### config.mk
export PLATFORM = sky130hd
export DESIGN_NAME = rmq_div_cell
export DESIGN_NICKNAME = d
export VERILOG_FILES = /design/src/hdl/rmq_div_cell.sv
export SDC_FILE = /design/constraint.sdc
export NUM_CORES = 1
export LEC_CHECK = 0
export BUFFER_PORTS_ARGS = -buffer_cell sky130_fd_sc_hd__buf_2
export CAP_MARGIN = 0
export CORE_MARGIN = 2
export CORE_UTILIZATION = 51
export CTS_CLUSTER_DIAMETER = 150
export CTS_CLUSTER_SIZE = 30
export DETAILED_ROUTE_END_ITERATION = 7
export PLACE_DENSITY = 0.85
export SETUP_SLACK_MARGIN = 0.05
export SLEW_MARGIN = 20
export SYNTH_ARGS = -nofsm -noshare
export SYNTH_HDL_FRONTEND = slang
export SYNTH_SLANG_ARGS = --single-unit
### constraint.sdc
create_clock -name clk -period 4.7 [get_ports clk]
set_clock_uncertainty 0.05 [all_clocks]
set_input_delay 0.94 -clock clk [delete_from_list [all_inputs] [get_ports clk]]
set_output_delay 0.94 -clock clk [all_outputs]
set_load 0.05 [all_outputs]
### src/hdl/rmq_div_cell.sv
module rmq_div_cell #(
	parameter int DW = 17,
	parameter int QB = 18
) (
	input  logic           clk,
	input  logic           en,
	input  logic [DW-1:0]  den_i,
	input  logic [DW:0]    rem_i,
	input  logic [QB-1:0]  low_i,
	input  logic [QB-1:0]  quo_i,
	output logic [DW-1:0]  den_o,
	output logic [DW:0]    rem_o,
	output logic [QB-1:0]  low_o,
	output logic [QB-1:0]  quo_o
);
	logic [DW+1:0] trial, nrem;
	logic          ge;

	always_comb begin
		trial = {rem_i, low_i[QB-1]};
		ge    = trial >= (DW+2)'(den_i);
		nrem  = ge ? trial - (DW+2)'(den_i) : trial;
	end

	always_ff @(posedge clk) begin
		if (en) begin
			den_o <= den_i;
			rem_o <= nrem[DW:0];
			low_o <= low_i << 1;
			quo_o <= {quo_i[QB-2:0], ge};
		end
	end

endmodule

# Word level (Yosys, flattened, before mapping)
# Index checks and enable logic that the tools add are counted.
# W data, S select, Z words.
# classes
n_addsub	1
order_cmp	1
muxes	1
# ops
op	count
$ge A19 B17 Y1	1
$mux W18	1
$sub A18 B17 Y18	1
# totals
input_bits	73
register_bits	70
wordCells	7

# Depth between registers and ports, before layout
# depth
depth_word	2
depth_mapped	11
ltp_nobuf	10

# Worst setup path before layout
# Ideal clock, no wire load.
# synth_path
kind	input to register
start	input low_i[17]
end	register rem_o[16] (data pin)
path_slack_ns	1.388
setup_ns	0.260
cell_stages	10
t_arrival_ns	3.002
path_buffers	0
cell_sequence	inv_1 > ha_1 > inv_1 > fa_1 > a21o_1 > a221oi_2 > o21bai_2 > a2111oi_2 > and4b_1 > mux2_4
# synth_between
elab_chain_cells	2
# synth_rtl
item	line	text
start: declaration	9	input logic [QB-1:0] low_i,
$sub A18 B17 Y18 / $ge A19 B17 Y1 (equally long branches)	22, 21	
$mux W18 *	22	nrem = ge ? trial - (DW+2)'(den_i) : trial;
named net nrem[16]	16	logic [DW+1:0] trial, nrem;
end signal: assignment	28	rem_o <= nrem[DW:0];
end: declaration	12	output logic [DW:0] rem_o,
# Mark *: on every way through the listed nets, which the timed path passes. The rest lies on a longest branch.
# A chain may end at the register's enable or synchronous reset.

# Worst setup path after layout
# Ends and elaborated chain as after synthesis.

==> summary.txt <==
Post-synth EDFFs: 70
CTS tree: done
# resized after CTS: 0
Switch Pwr: 0.000609 W
Class of the most critical setup path: in -> reg
DRT antenna net count: 0
Fillers: 471
Final slew viol count: 0
Worst-margin pin slew: 932 ps
Peak VDD IR: 356 uV
Synth Area in XOR/XNOR: 0.0260
Most frequent cell after synthesis: edfxtp_1
Setup slack after layout: 1390 ps
Largest cells by area after synthesis: edfxtp_1 62%, ha_1 6.3%, mux2_2 4.0%, a21oi_1 3.1%, inv_1 2.2%
Netlist Area Pre-Place: 3370 sq um
Post-Synth Adder-Cell Area: 0.0690
Leak Pwr: 1.92 nW
Internal cell power: 0.00120 W
Initial core utilization: 0.528
Largest family of logic cells by synthesized area: compound AO/OA/AOI/OAI gates
Die Height: 85.3 um
Leading area contributor after synthesis: edfxtp_1
Syn Inst Count: 247
CP Data Arrival Time: 3350 ps
# nets final: 483
Share of the synthesized area in the top cell type: 0.623
Gr usage total: 0.222
Post-synthesis register bit count: 70
Initial antenna violation count: 0
Final hold vios: 0
Full die area: 7280 sq um
Final core occ: 0.681
Synth Area in Compound Gates: 0.108
Global-route wire length before repair: 12,200 um
Hold-fix buffers, CTS: 0
Power share of the combinational group: 0.277
Distinct cells, synth: 50
Simple-gate portion of the synthesized area: 0.0731
Port Buf Inserts: 141
Maxcap violations: 0
Post-synthesis mux area share: 0.0605
Total wire length: 7960 um
Post-CTS Setup Repair Bufs: 0
Vias in the first global route: 2,512
Setup WS pre-CTS: 1030 ps
Crit path max fanout: 4
Startpoint types: input pin
H-tree Lvls: 3
Top cells by count, synth: 70 x edfxtp_1, 21 x a21oi_1, 20 x inv_1, 17 x ha_1, 12 x mux2_2
Num CTS Buffers: 9
DR vias/cell: 5.39
RSZ-0062 raised after global routing: false
Synth Area per Inst: 13.7 sq um
Power density over the cells: 417 nW/um^2
Minimum clock period: 3310 ps
Main flop type after synthesis: edfxtp_1
Net Sw Frac: 0.336
Cell row count: 29
Diodes inserted: 0
Final Setup Violations: 0
Largest net degree at the start of global routing: 44
Total negative slack: 0 ps
Data required, critical path: 4750 ps
Share of cells above drive strength 1: 0.448
Synth warnings: 0
Part of the cycle the worst path needs: 0.704
Num Clock Sinks: 70
Synth-to-layout area growth: 29.0%
Max Clock Freq: 0.302 GHz
Async S/R FF share, synth: 0
Post-DP HPWL: 6140 um
Root Buffer: clkbuf_8
Seq/Total Area, Yosys: 0.623
DR WL/cell: 16.8 um
HP Class: in -> reg
Ports: 144
Residual DRC: 0
WHS: 717 ps
Clock group share of total power: 0.295
Drt initial violations: 140
CP Capture Type: register
Drt first pass iters: 4
Die width: 85.3 um
Syn Nets: 338
Rel. slew slack: 0.379
Reg power frac: 0.428
Total congestion overflow: 0
Core ar.: 6390 sq um
Total number of vias: 2,556
Clock transition at path regs: 80 ps
CTS max path bufs: 2
GPL Wtd Cong: 0.828
Status: finished, final reports clean
power by group through the flow:
stage / Combinational [W] / Sequential (W) / Clock, W
final: 0.000503 / 0.000776 / 0.000535
after global routing: 0.000532 / 0.000781 / 0.000568
after CTS: 0.000504 / 0.000777 / 0.000548
after detailed placement: 0.000502 / 0.000791 / 0
after global placement: 0.000493 / 0.000788 / 0
after floorplan: 0.000151 / 0.00101 / 0
flip-flops by register name, indices dropped and copies added (netlist names):
signal  cells
den_o      17
rem_o      18
low_o      17
quo_o      18
kinds of logic (layout without fill, tap and decap cells):
family                     Yosys count  count (layout)
AOI/OAI and AO/OA                   54              54
and+or+nand+nor                     47              47
muxes                               18              18
buffers and inverters               29             179
DFF                                 70              70
other                                1               1
adders and majority gates           18              18
xor gates and xnor gates            10              10
per-layer routing:
metal  wire length (um)  GRT usage  share of wire
met1               2960      0.250           0.37
met2               4100      0.398           0.51
met3                719     0.0593          0.090
met4                183     0.0895          0.023
met5                  0          0              0
final timing paths:
kind	to	start	cells after the start	slack (ps)
worst min-delay path	low_o[6]	low_i[5]	1	720
worst max-delay path	rem_o[16]	low_i[17]	11	1390
layout by cell type, fill, tap and decap left out, drive strengths merged, types with 2 or more instances in the layout:
cell      synthesis  final
a21o              6      6
clkinv            0      2
o21a              2      2
bufinv            0      2
ha               17     17
mux2             16     16
xor2              3      3
o211ai            3      3
o21ai             8      8
clkinvlp          0      2
and2              3      3
o21bai            2      2
nor2              9      9
nor2b             2      2
buf               6    142
nor4              2      2
or2               2      2
o31ai             2      2
nand3             9      9
nand4             3      3
nand2            10     10
clkbuf            2      9
xnor2             7      7
inv              21     22
mux2i             2      2
and3              2      2
a21oi            21     21
edfxtp           70     70
cell type report:
type                            instances  area, sq um  share of cell area
Tap cell                               77         96.3              0.0221
Clock buffer                            9          124              0.0285
Sequential cell                        70         2100               0.483
Timing Repair Buffer                  142          713               0.164
Inverter                               21         78.8              0.0181
Clock inverter                          7         96.3              0.0221
Multi-Input combinational cell        148         1140               0.262
through the flow:
stage	instance area [sq um]	std cells	total power (W)
final	4350	474	0.00181
after CTS	4350	474	0.00183
after global routing	4350	474	0.00188
after floorplan	3370	247	0.00116
after global placement	4130	458	0.00128
after detailed placement	4130	458	0.00129
worst max-delay path, stage by stage:
cell       delay (ps)
buf_2             100
inv_1              60
ha_1              160
inv_1              60
fa_1              390
a21o_1            230
a221oi_2          370
o21bai_2          180
a2111oi_2         390
and4b_1           230
mux2_4            250
Note: power is estimated with default switching activity, not from simulation.
