File: config.mk
export PLATFORM = sky130hd
export DESIGN_NAME = rmq_sqrt_cell
export DESIGN_NICKNAME = d
export VERILOG_FILES = /design/src/hdl/rmq_sqrt_cell.sv
export SDC_FILE = /design/constraint.sdc
export NUM_CORES = 1
export LEC_CHECK = 0
export BUFFER_PORTS_ARGS = -buffer_cell sky130_fd_sc_hd__buf_2
export CAP_MARGIN = 40
export CORE_MARGIN = 3
export CORE_UTILIZATION = 43
export DETAILED_ROUTE_END_ITERATION = 10
export PLACE_DENSITY = 0.76
export SETUP_SLACK_MARGIN = 0.02
export SLEW_MARGIN = 20
export SYNTH_ARGS = -nofsm -noshare
export SYNTH_HDL_FRONTEND = slang
export SYNTH_SLANG_ARGS = --single-unit
export TNS_END_PERCENT = 1
File: constraint.sdc
create_clock -name clk -period 2 [get_ports clk]
set_input_delay 0.1 -clock clk [delete_from_list [all_inputs] [get_ports clk]]
set_output_delay 0.1 -clock clk [all_outputs]
set_load 0.01 [all_outputs]
File: src/hdl/rmq_sqrt_cell.sv
module rmq_sqrt_cell #(
	parameter int RB  = 15,
	parameter int NWE = 30
) (
	input  logic            clk,
	input  logic            en,
	input  logic [RB+1:0]   rem_i,
	input  logic [RB-1:0]   root_i,
	input  logic [NWE-1:0]  rad_i,
	output logic [RB+1:0]   rem_o,
	output logic [RB-1:0]   root_o,
	output logic [NWE-1:0]  rad_o
);
	logic [RB+3:0] trial, sub, nrem;
	logic          ge;

	always_comb begin
		trial = {rem_i, rad_i[NWE-1 -: 2]};
		sub   = (RB+4)'({root_i, 2'b01});
		ge    = trial >= sub;
		nrem  = ge ? trial - sub : trial;
	end

	always_ff @(posedge clk) begin
		if (en) begin
			rem_o  <= nrem[RB+1:0];
			root_o <= {root_i[RB-2:0], ge};
			rad_o  <= rad_i << 2;
		end
	end

endmodule

After elaboration in Yosys (flattened, before gate mapping)
Cells that the tools add are included.

Register bits: 60. Bits of input ports: 64. Output and inout port bits: 62. Logic and storage cells: 6.

Add/sub/neg operators: 1. Magnitude comparators: 1. Multiplexer cells: 1.

Operator list (count): >= comparator 19 x 17 -> 1 bit (1); two-way mux 17 bit (1); subtractor 17 bit (1).

Depth between registers and ports, before layout
Word-level depth: 2. Mapped depth: 10. Gate-level depth less buffers: 8.

Least setup slack after synthesis
No wires, ideal clock.

Kind: input to register. From: in root_i[7]. To: reg rem_o[10], data pin. Library setup time: 260 ps. Data arrival time: 1848 ps. Data required time: 1740 ps. Slack: -108 ps. Stages on the path: 10. Buffers on the path: 2. Cells stage by stage: inv_1 ha_1 buf_2 nand2_1 o21ai_0 nand2_1 o21a_1 o221ai_4 buf_12 mux2_4.

Longest elaborated chain between the ends: 2. Elaborated cells on any way between the ends: 3. Classes of those cells: add/sub: 1; order compare: 1; mux: 1.

RTL lines: start, declared (line 8) `input logic [RB-1:0] root_i,`; >= comparator 19 x 17 -> 1 bit (line 20) `ge = trial >= sub;`; via ge (line 15) `logic ge;`; two-way mux 17 bit (line 21) `nrem = ge ? trial - sub : trial;`; via nrem[10] (line 14) `logic [RB+3:0] trial, sub, nrem;`; end signal, assigned (line 26) `rem_o <= nrem[RB+1:0];`; end, declared (line 10) `output logic [RB+1:0] rem_o,`.

The timed path passes the listed nets, and every way through them passes these cells. A chain may end at the register's enable or synchronous reset.

Worst setup path in the final report
From: in root_i[2]. To: reg rem_o[9], data pin.

Longest elaborated chain between the ends: 2. Elaborated cells on any way between the ends: 3. Classes of those cells: add/sub: 1; order compare: 1; mux: 1.

RTL lines (line): subtractor 17 bit or >= comparator 19 x 17 -> 1 bit (tied branches) (21, 20); two-way mux 17 bit (*) (21); via nrem[9] (14).

Mark *: on every way through the listed nets, which the timed path passes. The rest lies on a longest branch.

==> results.txt <==
Clock network power share: 0.298
WP data required: 2.09 ns
Die ar.: 8030 um2
Proportion of layout cells with a drive suffix above 1: 0.484
Logic gate share of total power: 0.250
Initial antenna violation count: 0
Grt met3 use: 0.0684
IO Port Bufs: 123
Count of different cell masters after synthesis: 43
Post-route ant nets: 0
Placed Area: 4070 um2
WS Path Type: in -> reg
Area of the multi-input gates: 1130 um2
Fmax: 0.537 GHz
Total Neg Setup Slack: 0 ns
HP Start: root_i[2]
Synthesis-stage register bit count: 60
CTS buffer count: 9
Most instantiated cells after synthesis: edfxtp_1, inv_1, ha_1
Sw Ratio: 0.268
Sink Count: 60
Max-Cap Viols: 0
Die height: 89.6 um
Final Net Count: 509
Finish-stage setup viols: 0
Setup ws final: 0.138 ns
Root Driver: clkbuf_8
GR Overflow Total: 0
Drt drc: 0
Flop pwr share: 0.452
GP Congestion: 0.913
Crit-path max FO: 7
Hold Slack: 0.0654 ns
Hold EP: root_o[3]
Min cycle time layout: 1.86 ns
Max Transition Viols Final: 0
Area grow syn2layout: 55.0%
Post-synth EDFFs: 60
Sequential area share after synthesis: 0.599
Met1 Use GR: 0.249
Final WL: 8.32 mm
Clk slew on worst S/H paths: 0.07 ns
Antenna Cells: 0
Int Pwr: 2.55 mW
TritonCTS clock tree: done
Sequential cell area: 1800 um2
Period utilization: 0.931
Setup WS pre-CTS: -0.231 ns
Crit path DAT: 1.95 ns
P_sw: 933 uW
Finished Cell Area: 4660 um2
Number of global-route vias before repair: 2566
Synth area leaders: edfxtp_1, ha_1, mux2_2
Hold path depth: 1
Most common cell in the synthesized netlist: edfxtp_1
Leakage: 2.10 nW
Crit path launch type: input pin
Initial core utilization: 0.458
Ys Warns: 0
Clock Tree Buf Depth: 2
Boundary pin count: 126
DP Wirelength: 5.31 mm
Post-Syn Area: 3010 um2
Synth top area share: 0.599
Syn Inst Count: 220
Met2 usage in global routing: 0.352
Nature of the critical path endpoint: register
First-pass GRT wire length: 12.4 mm
Core Area: 6570 um2
PD cells: 748 nW/um2
Pre-antenna DRT Iters: 4
Synth async-reset ratio: 0
Yosys top cell by area: edfxtp_1
Largest net degree at the start of global routing: 61
Synthesized area per cell: 13.7 um2
Die X: 89.6 um
Vias per cell: 4.84
Top Usage Layer GRT: met2
Routed wire per std cell: 15.8 um
DR vias: 2543
GRT Overall Usage: 0.208
Site Rows: 29
Tightest Hold Check Type: in -> reg
Main synth FF type: edfxtp_1
Endpoints failing hold: 0
Status: complete, no violations
CTS H-tree depth: 3
Initial DRC count: 176
Crit path launch: root_i[2]
Unrepaired setup endpoints after global routing: no
Worst vdd ir: 0.302 mV
Fillers: 459
[what timing repair did]
action                     CTS  global route
setup buffers                0             0
setup endpoints to repair    0             8
hold buffers                41             0
hold endpoints to repair    41             0
resized for setup            0             1
[cells by family (layout without fill, tap and decap cells)]
logic type               Yosys count  after routing  share of synthesized area
adder cells (fa/ha/maj)           17             17                     0.0707
multiplexers                      16             16                     0.0649
AND/OR/NAND/NOR                   37             37                     0.0612
AO/OA/AOI/OAI                     46             46                      0.116
other                              1              2                    0.00125
buffers and inverters             30            241                     0.0487
XOR/XNOR                          13             13                     0.0379
flip-flops                        60             60                      0.599
[routing by layer]
layer	routed length (um)	vias up
li1	-	1236
met1	3500	1190
met2	4010	109
met3	707	8
met4	104	0
met5	0	-
[power by group through the flow]
| stage | Sequential, mW | Clock (mW) | Combinational [mW] |
|---|---|---|---|
| floorplan | 1.67 | 0 | 0.362 |
| global placement | 1.59 | 0 | 0.781 |
| detailed placement | 1.59 | 0 | 0.799 |
| CTS | 1.57 | 1.06 | 0.865 |
| global route | 1.59 | 1.12 | 0.956 |
| finish | 1.58 | 1.04 | 0.873 |
[how the worst max path moves through the flow]
stage / cells past startpoint / slack [ns] / endpoint
6_report: 10 / 0.14 / rem_o[9]
5_1_grt: 10 / 0.01 / rem_o[9]
4_1_cts: 10 / 0.14 / rem_o[2]
3_5_place_dp: 10 / -0.23 / rem_o[16]
3_3_place_gp: 10 / -0.16 / rem_o[6]
2_1_floorplan: 9 / -0.07 / rem_o[10]
[area by class of cell]
cell class | instances | share of cell area
sequential | 60 | 0.387
timing repair buffer | 203 | 0.286
multi-input combinational | 131 | 0.242
clock buffer | 9 | 0.0266
tap | 93 | 0.0250
inverter | 23 | 0.0223
clock inverter | 6 | 0.0121
[state kept, by name, indices dropped and copies added, names as in the netlist]
name and flops:
root_o 15, rem_o 17, rad_o 28
[critical path, stage by stage]
cell and delay (ns):
buf_2 0.17, inv_12 0.03, ha_4 0.27, o211ai_1 0.10, o21ai_2 0.18, o21ai_2 0.08
o21a_1 0.23, o221ai_4 0.20, buf_4 0.21, mux2_2 0.36
[stage by stage]
stage           util  cells  total power, mW
4_1_cts        0.709    525             3.49
5_1_grt        0.710    525             3.67
6_report       0.710    525             3.49
3_3_place_gp   0.619    469             2.37
2_1_floorplan      -    221             2.03
3_5_place_dp   0.619    469             2.39
[placed cells by master, fill, tap and decap left out, drive strengths merged, types with 5 or more instances in the layout]
| cell | instances |
|---|---|
| nand2 | 8 |
| xnor2 | 9 |
| mux2 | 13 |
| edfxtp | 60 |
| ha | 17 |
| nor3 | 5 |
| inv | 23 |
| dlygate4sd3 | 41 |
| clkbuf | 9 |
| buf | 162 |
| a21oi | 15 |
| nor2 | 11 |
| o21ai | 10 |
Note: power is estimated with default switching activity, not from simulation.
