==> src/hdl/rmq_pkg.sv <==
package rmq_pkg;

	localparam int IN_W  = 16;
	localparam int MAG_W = 17;
	localparam int QB    = 18;

	typedef enum logic [2:0] {
		BR_W,
		BR_X,
		BR_Y,
		BR_Z,
		BR_NONE
	} branch_t;

	typedef struct packed {
		branch_t                   branch;
		logic                      dneg;
		logic [2:0]                neg;
		logic [2:0][MAG_W-1:0]     mag;
	} side_t;

	function automatic logic [MAG_W-1:0] absv(input logic signed [MAG_W-1:0] v);
		return v[MAG_W-1] ? MAG_W'(-v) : MAG_W'(v);
	endfunction

endpackage

==> src/hdl/rmq_front.sv <==
module rmq_front #(
	parameter int F   = 14,
	parameter int TW  = 19,
	parameter int NWE = 30
) (
	input  logic                          clk,
	input  logic                          en,
	input  logic signed [rmq_pkg::IN_W-1:0] r0c0,
	input  logic signed [rmq_pkg::IN_W-1:0] r0c1,
	input  logic signed [rmq_pkg::IN_W-1:0] r0c2,
	input  logic signed [rmq_pkg::IN_W-1:0] r1c0,
	input  logic signed [rmq_pkg::IN_W-1:0] r1c1,
	input  logic signed [rmq_pkg::IN_W-1:0] r1c2,
	input  logic signed [rmq_pkg::IN_W-1:0] r2c0,
	input  logic signed [rmq_pkg::IN_W-1:0] r2c1,
	input  logic signed [rmq_pkg::IN_W-1:0] r2c2,
	output logic [NWE-1:0]                rad_s1,
	output rmq_pkg::side_t                side_s1
);
	localparam int MW = rmq_pkg::MAG_W;
	localparam logic signed [TW-1:0] ONE  = TW'(1) << F;
	localparam logic signed [TW-1:0] HALF = ONE >>> 1;

	logic signed [TW-1:0] e00, e11, e22, tw, tx, ty, tz, tsel;
	logic signed [MW-1:0] d12, d20, d01, s01, s02, s12;
	logic signed [MW-1:0] v0, v1, v2, wco;
	logic                 sneg;
	rmq_pkg::branch_t     br;
	rmq_pkg::side_t       sd;

	always_comb begin
		e00 = TW'(r0c0);
		e11 = TW'(r1c1);
		e22 = TW'(r2c2);
		tw  = ONE + e00 + e11 + e22;
		tx  = ONE + e00 - e11 - e22;
		ty  = ONE - e00 + e11 - e22;
		tz  = ONE - e00 - e11 + e22;
		d12 = MW'(r1c2) - MW'(r2c1);
		d20 = MW'(r2c0) - MW'(r0c2);
		d01 = MW'(r0c1) - MW'(r1c0);
		s01 = MW'(r0c1) + MW'(r1c0);
		s02 = MW'(r2c0) + MW'(r0c2);
		s12 = MW'(r1c2) + MW'(r2c1);
		if (tw >= HALF) begin
			br = rmq_pkg::BR_W; tsel = tw; wco = '0;
			v0 = d12; v1 = d20; v2 = d01;
		end else if (tx >= HALF) begin
			br = rmq_pkg::BR_X; tsel = tx; wco = d12;
			v0 = s01; v1 = s02; v2 = d12;
		end else if (ty >= HALF) begin
			br = rmq_pkg::BR_Y; tsel = ty; wco = d20;
			v0 = s01; v1 = s12; v2 = d20;
		end else if (tz >= HALF) begin
			br = rmq_pkg::BR_Z; tsel = tz; wco = d01;
			v0 = s02; v1 = s12; v2 = d01;
		end else begin
			br = rmq_pkg::BR_NONE; tsel = ONE; wco = '0;
			v0 = '0; v1 = '0; v2 = '0;
		end
		sneg      = wco[MW-1];
		sd.branch = br;
		sd.dneg   = sneg;
		sd.neg    = {v2[MW-1] ^ sneg, v1[MW-1] ^ sneg, v0[MW-1] ^ sneg};
		sd.mag    = {rmq_pkg::absv(v2), rmq_pkg::absv(v1), rmq_pkg::absv(v0)};
	end

	always_ff @(posedge clk) begin
		if (en) begin
			rad_s1  <= NWE'(tsel[TW-2:0]) << (F - 2);
			side_s1 <= sd;
		end
	end

endmodule

==> config.mk <==
export PLATFORM = sky130hd
export DESIGN_NAME = rmq_front
export DESIGN_NICKNAME = d
export VERILOG_FILES = /design/src/hdl/rmq_pkg.sv /design/src/hdl/rmq_front.sv
export SDC_FILE = /design/constraint.sdc
export NUM_CORES = 1
export LEC_CHECK = 0
export BUFFER_PORTS_ARGS = -buffer_cell sky130_fd_sc_hd__buf_4
export CORE_ASPECT_RATIO = 0.5
export CORE_MARGIN = 1.5
export CORE_UTILIZATION = 29
export DETAILED_ROUTE_END_ITERATION = 16
export PLACE_DENSITY = 0.44
export RECOVER_POWER = 25
export SLEW_MARGIN = 0
export SYNTH_ARGS = -nofsm -noshare
export SYNTH_HDL_FRONTEND = slang
export SYNTH_SLANG_ARGS = --single-unit
==> constraint.sdc <==
create_clock -name clk -period 17.36 [get_ports clk]
set_clock_uncertainty 0.05 [all_clocks]
set_input_delay 1.736 -clock clk [delete_from_list [all_inputs] [get_ports clk]]
set_output_delay 1.736 -clock clk [all_outputs]
set_load 0.005 [all_outputs]
# Yosys cells after proc, flatten, opt, wreduce, memory -nomap -nowiden
# Cells that the tools add are included.
[totals] regBits=76 inputBits=146 output_inout_bits=88 wordCells=63
[classes] addsub=19 order_cmp=4 n_mux=23 n_bitwise=3 reduce_logical=2
[ops] operator="17-bit two-way mux" n=13
[ops] operator="19-bit by 15-bit greater-or-equal comparator with 1-bit output (second input constant)" n=4
[ops] operator="18-bit two-way mux" n=4
[ops] operator="16-bit by 16-bit adder with 17-bit output" n=3
[ops] operator="17-bit negation" n=3
[ops] operator="16-bit by 16-bit subtractor with 17-bit output" n=3
[ops] operator="16-bit two-way mux" n=3
[ops] operator="18-bit by 16-bit adder with 19-bit output" n=2
[ops] operator="18-bit by 16-bit subtractor with 19-bit output" n=2
[ops] operator="17-bit by 16-bit adder with 18-bit output" n=2
[ops] operator="17-bit by 16-bit subtractor with 18-bit output" n=2
[ops] operator="16-bit by 16-bit adder with 17-bit output (first input constant)" n=1
[ops] operator="16-bit by 16-bit subtractor with 17-bit output (first input constant)" n=1
[ops] operator="3-bit two-way mux" n=1
[ops] operator="3-bit OR reduction" n=1
[ops] operator="1-bit XOR" n=3
[ops] operator="2-bit two-way mux" n=1
[ops] operator="2-bit OR reduction" n=1
[ops] operator="1-bit two-way mux" n=1

# Logic depth before layout (Yosys ltp)
# Gate-level depths: netlist of run 1.
[depth] word_depth=10 ltp_mapped=28 ltp_nobuf=27

# Least setup slack after synthesis of run 1
# Ideal clock, no wire load.
[synth_timing] kind="input to register" start="in r0c0[0] (netlist bit)" end="reg side_s1[29] (netlist bit) (data pin)" setup_ns=0.273 arrival_time_ns=7.289 t_required_ns=17.037 path_slack_ns=9.749 stages=26 n_path_buf=1 cell_sequence="inv_1 ha_1 nand2_1 nor3_1 nand2b_1 nor3_1 xnor2_1 fa_1 ha_1 nand3_1 or2_2 a211oi_1 o21ai_0 a32o_1 or4_1 nand2_1 buf_4 nand2_1 a31o_2 mux2i_1 ha_1 inv_1 a2111oi_4 nor3b_2 a21oi_1 xnor2_1"
[synth_lines] item="start: declaration" line="rmq_front.sv:8" text="input logic signed [rmq_pkg::IN_W-1:0] r0c0,"
[synth_lines] item="end signal: assignment" line="rmq_front.sv:71" text="side_s1 <= sd;"
[synth_lines] item="end: declaration" line="rmq_front.sv:18" text="output rmq_pkg::side_t side_s1"

==> results of run 1 <==
## report_power, final
part           internal, uW  total, uW  switching, uW
combinational           560       1470            907
clock                   127        205           78.4
sequential              333        360           27.8
## metrics by stage
stage               power, uW  utilization  setup WS (ns)
finish                   2030        0.347           8.51
floorplan                1290            -           9.75
global placement         1850        0.342           8.17
CTS                      2060        0.348           8.52
detailed placement       1840        0.342           8.19
global route             2190        0.347           8.08
## registers in the layout, indices dropped and copies added (netlist names)
| signal | flops |
|---|---|
| side_s1 | 58 |
| rad_s1 | 18 |
## routing by layer
metal	part of all wire	vias to the layer above	wire length, um
met5	0	-	0
met4	0.014	0	762
met3	0.041	30	2280
met2	0.46	319	25300
met1	0.49	6807	27000
li1	-	6837	-
## final cells by class
class / instances / share of cell area
clock inverters: 7 / 0.00556
multi-input cells: 1495 / 0.670
repair buffers: 229 / 0.0940
well taps: 690 / 0.0492
inverters: 178 / 0.0380
clock buffers: 9 / 0.0128
flip-flops and latches: 76 / 0.130
## logic make-up after synthesis
logic type               after synthesis  share of synthesized area
AO/OA/AOI/OAI                        557                      0.257
AND/OR/NAND/NOR                      470                      0.155
adder cells (fa/ha/maj)              256                      0.250
buffers and inverters                252                     0.0679
XOR/XNOR                             194                      0.113
flip-flops                            76                      0.152
multiplexers                           6                    0.00408
other                                  1                   0.000250
## layout by cell type (no fill, tap or decap), types with 25 or more instances in the layout
master,instances
a211oi_1,27
fa_1,75
xor2_1,62
buf_4,181
a21o_1,29
clkbuf_4,30
nor2b_1,25
nor2_1,160
nor3_1,39
nand2_1,87
xnor2_1,132
edfxtp_1,76
ha_1,177
a21oi_1,136
inv_1,177
nand2b_1,35
o21ai_0,88
## how the worst max path moves through the flow
stage,to
final,side_s1[29]
after global routing,side_s1[29]
after CTS,side_s1[10]
after detailed placement,side_s1[10]
after global placement,side_s1[10]
after floorplan,side_s1[29]
==> impl_metrics.yaml, run 1 <==
run_status:
  status: "complete, no violations"
placement:
  place.detailed.hpwl_um: 47200
  placed_area_sq_um: 17300
  io_buffers: 221
  numPlacedInstances: 2668
  place_congestion: 0.925
worst_hold_path:
  worstHoldPathCells: 1
  worstHoldPathType: "primary input to flop"
  hold_path_end: "side_s1[56]"
  worstHoldStart: "en"
global_routing:
  top_usage_layer: "met2"
  first_global_vias: 13718
  gr-usage-met2: 0.339
  grt_pass1_wl_um: 83400
  use_met3: 0.0181
  grt_usage: 0.204
  grtUsageMet1: 0.290
  grt_max_degree: 67
  grt_overflow: 0
  antenna_found_initial: 0
setup_path:
  path_class: "primary input to flop"
  crit_path_max_incr_delay_ns: 0.55
  path_buf_inv: 4
  timing.critical_path.fanout_max: 21
  path_delay_family: "simple AND/OR/NAND/NOR gates"
  cp_slowest_cell: "a211oi_1"
  cp.depth: 27
  crit_start: "r0c0[0]"
  crit_required_ns: 17.36
  cp.arrival_ns: 8.84
  cp-start-kind: "primary input"
  endpoint_kind: "flop"
timing:
  finalCritPeriodShare: 0.510
  period_minus_slack_ns: 8.85
  tns_ns: 0
  drv_slew: 0
  rsz0062_at_grt: "false"
  final_hold_viol_count: 0
  max_freq_mhz: 113
  whs_ns: 1.89
  worst_slew_pin_slew_ns: 1.15
  setup_viol: 0
  max-slew-margin-rel: 0.227
synth:
  synth_edf_count: 76
  async_flop_share: 0
  ys_seq_elements: 76
  synth_area_leader_cell: "edfxtp_1"
  ys_warn_count: 0
  syn-cell-area_sq_um: 15000
  yosys-top-cells-count: "ha_1 (177), inv_1 (177), nor2_1 (160)"
  yosysUniqueCellTypes: 96
  netlist_instances: 1812
  synthTopCellsByArea: "edfxtp_1 (15%), ha_1 (15%), fa_1 (10%), xnor2_1 (7.7%), a21oi_1 (4.5%)"
  postSynthAreaPerCell_sq_um: 8.29
  ys.flop_type: "edfxtp_1"
  ys_seq_area_frac: 0.152
  synth_top_area_frac: 0.152
power_and_ir_drop:
  power_density_nw_per_um2: 116
  vdd_drop_max_v: 0.0000590
  p_leak_uw: 0.00753
clock_tree:
  clk_pin_slew_worst_paths_ns: 0.06
  cts_sinks: 76
  tritoncts: "done"
  htreeDepth: 3
  root_buffer: "clkbuf_16"
  cts_resized: 0
  postCtsHoldBufs: 0
  clock_path_buffers: 2
  cts_made_buffers: 9
  postCtsSetupBuffers: 0
floorplanning:
  core_area_sq_um: 50700
  initial_core_util: 0.296
  rows: 58
  die_y_um: 164
  die_width_um: 325
  io_pins: 234
  dieArea_sq_um: 53200
drt:
  ant_nets: 0
  drtIter0Drc: 1209
  post_drt_via_cell_ratio: 5.21
  wl_um: 55300
  drcViolationCount: 0
  drt-pass1-iter-count: 6
  wire_per_inst_um: 20.6
  route.vias.total: 13993
final_layout:
  syn_to_final_growth_pct: 16.9
  multiInputGateArea_sq_um: 11800
  fin_nets: 2387
  ff_latch_area_sq_um: 2280
  drive_gt1_frac: 0.134
  diodes: 0
  final_cells: 2684
  final_area_sq_um: 17600
  nFillCells: 5426
run:
  max-cap-violations: 0
Power figures use the tool's default switching activity.
==> run 2, diff against run 1 <==
--- a/config.mk
+++ b/config.mk
@@ -5,6 +5,7 @@
 export SDC_FILE = /design/constraint.sdc
 export NUM_CORES = 1
 export LEC_CHECK = 0
+export ABC_AREA = 1
 export BUFFER_PORTS_ARGS = -buffer_cell sky130_fd_sc_hd__buf_4
 export CORE_ASPECT_RATIO = 0.5
 export CORE_MARGIN = 1.5
==> constraint.sdc (replaced) <==
create_clock -name clk -period 9.02 [get_ports clk]
set_clock_uncertainty 0.05 [all_clocks]
set_input_delay 0.902 -clock clk [delete_from_list [all_inputs] [get_ports clk]]
set_output_delay 0.902 -clock clk [all_outputs]
set_load 0.005 [all_outputs]
==> run 2 against run 1 <==
Against the previous run:
- the flow now finishes with violations (max-capacitance violations, max-slew violations)
- first-iteration DRC count down 20%
- sequential share of layout area down 0.80 points
- setup slack worse by 6.8 ns
- critical path type unchanged
- critical endpoint is now side_s1[6]
==> impl_metrics.yaml, run 2 <==
final_layout:
  diodes: 0
  top_register: "side_s1"
  syn_to_final_growth_pct: 15.9
  final_core_util: 0.344
  final_cell_mix: "nand2_1 (660), inv_1 (422), buf_4 (196)"
  nFillCells: 6122
  fin_nets: 3029
  largest_reg_flops: 58
  reg.largest.list: "side_s1: 58 flops, rad_s1: 18 flops"
  final_common_cell: "nand2_1"
  final_area_sq_um: 18700
  drive_gt1_frac: 0.125
clock_tree:
  clock_path_buffers: 2
  postCtsSetupBuffers: 0
  cts_resized: 0
  htreeDepth: 3
  cts_made_buffers: 9
  cts_sinks: 76
  tritoncts: "done"
  postCtsHoldBufs: 0
  clk_pin_slew_worst_paths_ns: 0.08
  root_buffer: "clkbuf_16"
global_routing:
  grt_max_degree: 53
  grt_pass1_wl_um: 92500
  grt_usage: 0.213
  first_global_vias: 15781
  antenna_found_initial: 0
  grt_overflow: 0
placement:
  place.detailed.hpwl_um: 52000
  place_ws_ns: 1.19
  io_buffers: 221
  place_congestion: 0.905
  placed_area_sq_um: 18400
synth:
  async_flop_share: 0
  syn-cell-area_sq_um: 16100
  postSynthAreaPerCell_sq_um: 6.60
  yosysMostFrequentCell: "nand2_1"
  ys_warn_count: 0
  yosys-top-cells-count: "nand2_1 (660), inv_1 (422), ha_1 (177)"
  netlist_instances: 2445
  ys.flop_type: "edfxtp_1"
  synth_top_area_frac: 0.153
  ys_seq_elements: 76
  synth_area_leader_cell: "nand2_1"
  ys_seq_area_frac: 0.141
  synth_edf_count: 76
  synthTopCellsByArea: "nand2_1 (15%), edfxtp_1 (14%), ha_1 (14%), inv_1 (9.8%), fa_1 (9.3%)"
  yosysUniqueCellTypes: 57
timing:
  max-slew-margin-rel: -0.337
  tns_ns: 0
  finalCritPeriodShare: 0.811
  worst_slew_pin_slew_ns: 2.01
  period_minus_slack_ns: 7.32
  rsz0062_at_grt: "false"
  max_freq_mhz: 137
  final_hold_viol_count: 0
  setup_viol: 0
  drv_slew: 26
  worst_slack_ns: 1.70
setup_path:
  cp_slowest_cell: "fa_1"
  path_buf_inv: 4
  critPathMostFrequentCell: "nand2_1"
  timing.critical_path.fanout_max: 18
  crit_required_ns: 9.11
  cp.arrival_ns: 7.40
  path_delay_family: "simple AND/OR/NAND/NOR gates"
  endpoint_kind: "flop"
  crit_path_max_incr_delay_ns: 0.59
  path_class: "primary input to flop"
  cp-start-kind: "primary input"
power_and_ir_drop:
  p_leak_uw: 0.00984
  p_int_uw: 1830
  comb_power_share: 0.733
  power.total_uw: 3990
  p_sw_uw: 2170
  seqPwrFrac: 0.168
  vdd_drop_max_v: 0.0000954
  power_density_nw_per_um2: 213
  p_sw_frac: 0.542
  pwr-share-clk: 0.099
floorplanning:
  rows: 60
  die_y_um: 170
  core_area_sq_um: 54400
  die_width_um: 337
  io_pins: 234
  initial_core_util: 0.297
  dieArea_sq_um: 57200
drt:
  drcViolationCount: 0
  route.vias.total: 15898
  drt-pass1-iter-count: 6
  wire_per_inst_um: 17.9
  wl_um: 60600
  post_drt_via_cell_ratio: 4.70
  ant_nets: 0
  drtIter0Drc: 970
worst_hold_path:
  worstHoldPathCells: 3
  worstHoldPathType: "primary input to flop"
  hold_path_end: "rad_s1[12]"
  worstHoldStart: "r0c0[1]"
run_status:
  violations: "max-capacitance violations, max-slew violations"
  status: "finished, violations left"
run:
  max-cap-violations: 1
## run 2: logic make-up after synthesis
| kind of cell | after synthesis | share of synthesized area |
|---|---|---|
| and+or+nand+nor | 1140 | 0.308 |
| buffers and inverters | 501 | 0.126 |
| AOI/OAI and AO/OA | 331 | 0.115 |
| adders and majority gates | 252 | 0.230 |
| xor gates and xnor gates | 144 | 0.0781 |
| DFF | 76 | 0.141 |
| other | 1 | 0.000232 |
## run 2: area by class of cell
| class | count | area [sq um] | share of cell area |
|---|---|---|---|
| Multi-Input combinational cell | 1879 | 11900 | 0.634 |
| Sequential cell | 76 | 2280 | 0.122 |
| Timing Repair Buffer | 230 | 1700 | 0.0911 |
| Inverter | 435 | 1630 | 0.0873 |
| Tap cell | 744 | 931 | 0.0498 |
| Clock buffer | 9 | 225 | 0.0120 |
| Clock inverter | 7 | 75.1 | 0.00401 |
## run 2: worst max-delay path by stage
stage                       start           to  slack (ns)  cells past startpoint
after floorplan           r0c0[0]  side_s1[48]        3.15                     34
after global placement    r0c0[0]   side_s1[6]        1.35                     33
after detailed placement  r0c0[0]   side_s1[6]        1.19                     33
after CTS                 r0c0[0]   side_s1[6]        1.59                     33
after global routing      r0c0[0]  side_s1[10]        1.09                     34
final                     r0c0[0]   side_s1[6]        1.70                     33
## run 2: per-layer routing
metal | wire length (um) | global-route usage | part of all wire
met1 | 28400 | 0.289 | 0.47
met2 | 28500 | 0.362 | 0.47
met3 | 2720 | 0.0271 | 0.045
met4 | 962 | 0.0447 | 0.016
met5 | 0 | 0 | 0
## run 2: per-stage QoR
step | cells | hold slack (ns)
floorplan | 2456 | 0.964
CTS | 3380 | 0.956
global placement | 3364 | 1.25
finish | 3380 | 1.03
detailed placement | 3364 | 1.25
global route | 3380 | 1.13
## run 2: power by group through the flow
stage / Sequential (uW) / Clock, uW / Combinational (uW)
after floorplan: 689 / 0 / 1870
after global placement: 687 / 0 / 2930
after detailed placement: 688 / 0 / 2920
after CTS: 680 / 413 / 2930
after global routing: 686 / 423 / 3250
final: 672 / 395 / 2930
